## src/design/afc_pkg.sv

```systemverilog
`timescale 1ns / 1ps

package afc_pkg;

    localparam logic [7:0] CRC_POLY     = 8'h2F;
    localparam logic [7:0] CRC_INIT     = 8'hFF;
    localparam int         CRC_BYTES    = 7;
    localparam int         COUNTER_W    = 6;
    localparam int         ERROR_W      = 32;
    localparam int         ANGLE_W      = 16;
    localparam int         DIAG_W       = 2;

    typedef enum logic [2:0] {
        STATUS_OK       = 3'd0,
        STATUS_MARKER   = 3'd1,
        STATUS_RESERVED = 3'd2,
        STATUS_GAIN     = 3'd3,
        STATUS_CRC      = 3'd4
    } status_t;

    typedef struct packed {
        logic [7:0] frame_byte0;
        logic [7:0] frame_byte1;
        logic [7:0] frame_byte2;
        logic [7:0] frame_byte3;
        logic [7:0] frame_byte4;
        logic [7:0] frame_byte5;
        logic [7:0] frame_byte6;
        logic [7:0] frame_byte7;
    } frame_t;

    typedef struct packed {
        logic [2:0]         status;
        logic [ANGLE_W-1:0] angle;
        logic [DIAG_W-1:0]  diagnostic;
        logic [ERROR_W-1:0] error_total;
    } result_t;

    typedef struct packed {
        logic [COUNTER_W-1:0] rolling_counter;
        logic [ERROR_W-1:0]   error_count;
        logic [ANGLE_W-1:0]   held_angle;
        logic [DIAG_W-1:0]    held_diagnostic;
    } track_t;

    function automatic logic [7:0] crc8_byte(input logic [7:0] crc, input logic [7:0] data);
        logic [7:0] c;
        c = crc ^ data;
        for (int b = 0; b < 8; b++) begin
            if (c[7]) begin
                c = {c[6:0], 1'b0} ^ CRC_POLY;
            end else begin
                c = {c[6:0], 1'b0};
            end
        end
        return c;
    endfunction

endpackage

```

## src/design/afc_check.sv

```systemverilog
`timescale 1ns / 1ps

module afc_check (
    input  afc_pkg::frame_t  frame,
    input  logic             crc_ok,
    input  afc_pkg::track_t  track,
    output afc_pkg::track_t  track_next,
    output afc_pkg::result_t result
);
    import afc_pkg::*;

    status_t              status;
    logic                 early_pass;
    logic [COUNTER_W-1:0] counter;
    logic [COUNTER_W-1:0] gap;
    logic [COUNTER_W-1:0] lost;
    logic [COUNTER_W-1:0] error_inc;

    assign counter = frame.frame_byte6[COUNTER_W-1:0];
    assign gap     = counter - track.rolling_counter;
    assign lost    = (gap > COUNTER_W'(1)) ? gap - COUNTER_W'(1) : '0;

    always_comb begin
        early_pass = 1'b0;
        if (frame.frame_byte6[7:6] != 2'b00) begin
            status = STATUS_MARKER;
        end else if (frame.frame_byte2 != 8'h00 || frame.frame_byte3 != 8'h00
                     || frame.frame_byte5 != 8'h00) begin
            status = STATUS_RESERVED;
        end else if (frame.frame_byte4 == 8'h00) begin
            status = STATUS_GAIN;
        end else begin
            early_pass = 1'b1;
            status     = crc_ok ? STATUS_OK : STATUS_CRC;
        end
    end

    // lost frames never exceed 62, so one more still fits
    assign error_inc = (early_pass ? lost : '0)
                     + COUNTER_W'(status != STATUS_OK);

    always_comb begin
        track_next                 = track;
        track_next.error_count     = track.error_count + ERROR_W'(error_inc);
        if (early_pass) begin
            track_next.rolling_counter = counter;
        end
        if (status == STATUS_OK) begin
            track_next.held_angle      = {frame.frame_byte1[5:0], frame.frame_byte0, 2'b00};
            track_next.held_diagnostic = frame.frame_byte1[7:6];
        end
    end

    always_comb begin
        result.status      = status;
        result.angle       = track_next.held_angle;
        result.diagnostic  = track_next.held_diagnostic;
        result.error_total = track_next.error_count;
    end

endmodule

```

## config.mk

```make
export PLATFORM = sky130hd
export DESIGN_NAME = afc_check
export DESIGN_NICKNAME = d
export VERILOG_FILES = /design/src/design/afc_pkg.sv /design/src/design/afc_check.sv
export SDC_FILE = /design/constraint.sdc
export NUM_CORES = 1
export LEC_CHECK = 0
export ABC_CLOCK_PERIOD_IN_PS = 11310
export BUFFER_PORTS_ARGS = -buffer_cell sky130_fd_sc_hd__buf_4
export CORE_AREA = 2 2 88 90
export DETAILED_ROUTE_END_ITERATION = 6
export DIE_AREA = 0 0 90 92
export PLACE_DENSITY = 0.7
export SYNTH_ARGS = -nofsm -noshare
export SYNTH_HDL_FRONTEND = slang
export SYNTH_SLANG_ARGS = --single-unit
```

## constraint.sdc

```tcl
create_clock -name vclk -period 11.31
set_clock_uncertainty 0.15 [all_clocks]
set_input_delay 0.5655 -clock vclk [all_inputs]
set_output_delay 0.5655 -clock vclk [all_outputs]
set_load 0.02 [all_outputs]
```

==> flow_summary.toml <==
[outcome]
outcome = "completed"

[die]
fp.dieH_um = 92
fp.coreArea_sq_um = 7447
floorplan.io_pins = 230
design.die.area_sq_um = 8280
rows = 32
initial_cell_density_of_the_core_pct = 27.30
die_x_um = 90

[synthesis]
ys_seq_area_share_pct = 0
syn_nets = 413
yosys_warnings = 0
syn_area_per_cell_sq_um = 7.393
post_synth_instance_area_sq_um = 2033
yosys_cell_types = 47
gate_count_of_the_mapped_netlist = 275

[power]
ir_worst_vdd_uv = 16.07
power_density_nw_per_um2 = 42.11
total_leakage_power_nw = 1.749

[drt]
via_count = 2464
dr.first_iter.drc_count = 35
avgRoutedWirePerCell_um = 12.66
drc = 0
route.final.wire_length_um = 6889
route.antenna.remaining_nets = 0
detailedRoute.firstPassIterationCount = 4
detail_route.vias_per_cell = 4.529

[worst_hold_path]
min-delay-path-class = "input port to primary output"

[global_route]
number_of_global_route_vias_before_repair = 2424
first_pass_grt_wire_length_um = 11050
antenna_found_initial = 0
grt_usage_pct = 15.47
global_route.overflow_total = 0
maximum_number_of_pins_on_one_net_before_global_route_repair = 20

[finish]
antenna_cells_inserted = 0
filler_cell_count = 760
area_delta_synth_final_pct = 68.25
numSequentialCells = 0
fin_nets = 582
regArea_sq_um = 0
final_core_utilization_pct = 45.93
finish.instance_area_sq_um = 3421
layout-drive-gt1-share_pct = 54.07
clkbuf_count = 0
post_layout_nonfiller_instances = 544

[flow_run]
maxCapViolations = 0

[worst_setup_path]
cp_launch_type = "input port"
worstPathArrival_ns = 5.83
critical_path.endpoint_type = "primary output"
worst-setup-path-type = "input port to primary output"
cp_max_fo = 13
worst-endpoint-required_ns = 10.59

[clocking]
post_cts_resized = 0
cts_hold_repair.buffers = 0
post_cts_buffers = 0

[timing]
timing.max_slew.rel_slack_pct = 28.12
rsz0062_at_grt = "no"
max_slew.worst_pin.slew_ns = 1.073
timing.final.max_slew_violations = 0
setup-tns-final_ns = 0
worst_setup_slack_after_layout_ns = 4.765
achievable-frequency_mhz = 152.8
min_period_over_period_pct = 57.87
setup-violations-final = 0
hold_violations = 0
period_minus_slack_ns = 6.545

[placed_design]
placement.io_buffers = 222
dp_slack_ns = 4.740
post-dp-hpwl_um = 6131
placed_cells = 544
gpl.final_weighted_congestion = 0.8109
detailed_place.area_sq_um = 3421
-- cells by family after synthesis --
| group | count (synthesis) | share of synthesized area [%] |
|---|---|---|
| and+or+nand+nor | 93 | 24.98 |
| AOI/OAI and AO/OA | 35 | 12.92 |
| buffers and inverters | 75 | 23.69 |
| adders and majority gates | 17 | 11.20 |
| xor gates and xnor gates | 37 | 15.94 |
| muxes | 18 | 11.26 |
-- routing by layer --
layer / vias to the layer above / GRT usage (%) / part of all wire, %
li1: 1244 / - / -
met1: 1080 / 17.30 / 37
met2: 134 / 31.20 / 54
met3: 6 / 2.547 / 8.3
met4: 0 / 1.795 / 0.89
met5: - / 0 / 0
-- cell type report --
| class | instances | area (sq um) | area share (%) |
|---|---|---|---|
| well taps | 102 | 127.6 | 3.731 |
| multi-input cells | 200 | 1551 | 45.35 |
| repair buffers | 222 | 1667 | 48.72 |
| inverters | 20 | 75.07 | 2.195 |
-- synth_stat cells (all sizes together), types with 6 or more instances --
cell type / number / area share [%]
o21ai: 12 / 3.1
mux2: 18 / 11
a21oi: 6 / 1.7
nand2: 17 / 3.5
nor2: 18 / 3.3
nand4: 7 / 2.5
ha: 15 / 9.2
buf: 53 / 20
inv: 20 / 3.7
xnor2: 19 / 8.2
nand3: 7 / 1.7
xor2: 18 / 7.8
nor3: 11 / 2.7
nor4: 11 / 3.7
-- worst max-delay path, cell delays in order --
cell      delay [ns]
buf_4           0.11
inv_1           0.05
ha_1            0.16
inv_1           0.06
fa_1            0.42
a21o_1          0.19
a21oi_2         0.14
xnor2_1         0.15
or4_4           0.58
o21ai_2         0.21
nor2_1          0.07
ha_1            0.22
ha_1            0.22
inv_1           0.09
o211ai_1        0.10
a21oi_1         0.20
nor3_1          0.08
nor3b_1         0.25
ha_1            0.31
o21a_1          0.18
o211ai_1        0.84
nor3_1          0.14
xor2_1          0.29
buf_4           0.20
-- cells in the final DEF, fill, tap and decap left out, drive strengths merged, types with 6 or more instances in the layout --
master,Yosys,final
nor4,11,11
nor3,11,11
buf,53,222
xor2,18,18
nand4,7,7
nand2,17,17
mux2,18,18
o21ai,12,12
a21oi,6,6
nor2,18,18
inv,20,20
ha,15,15
xnor2,19,19
nand3,7,7
-- worst paths after layout --
path / to / slack, ns / cells after the start / start
hold / removal: result[52] / 1.28 / 3 / crc_ok
setup / recovery: track_next[41] / 4.77 / 24 / frame[8]
-- stage by stage --
| step | hold WS [ns] | total power [W] |
|---|---|---|
| 2_1_floorplan | 1.059 | 0.00008478 |
| 3_3_place_gp | 1.274 | 0.0001426 |
| 3_5_place_dp | 1.272 | 0.0001444 |
| 4_1_cts | 1.274 | 0.0001450 |
| 5_1_grt | 1.284 | 0.0001550 |
| 6_report | 1.276 | 0.0001441 |
-- power by group --
part	leakage [nW]	internal [W]	switching, W
registers	0	0	0
clock network	0	0	0
logic	1.75	0.0000713	0.0000728
total	1.75	0.0000713	0.0000728
No activity file was read; power rests on OpenSTA's default activity.
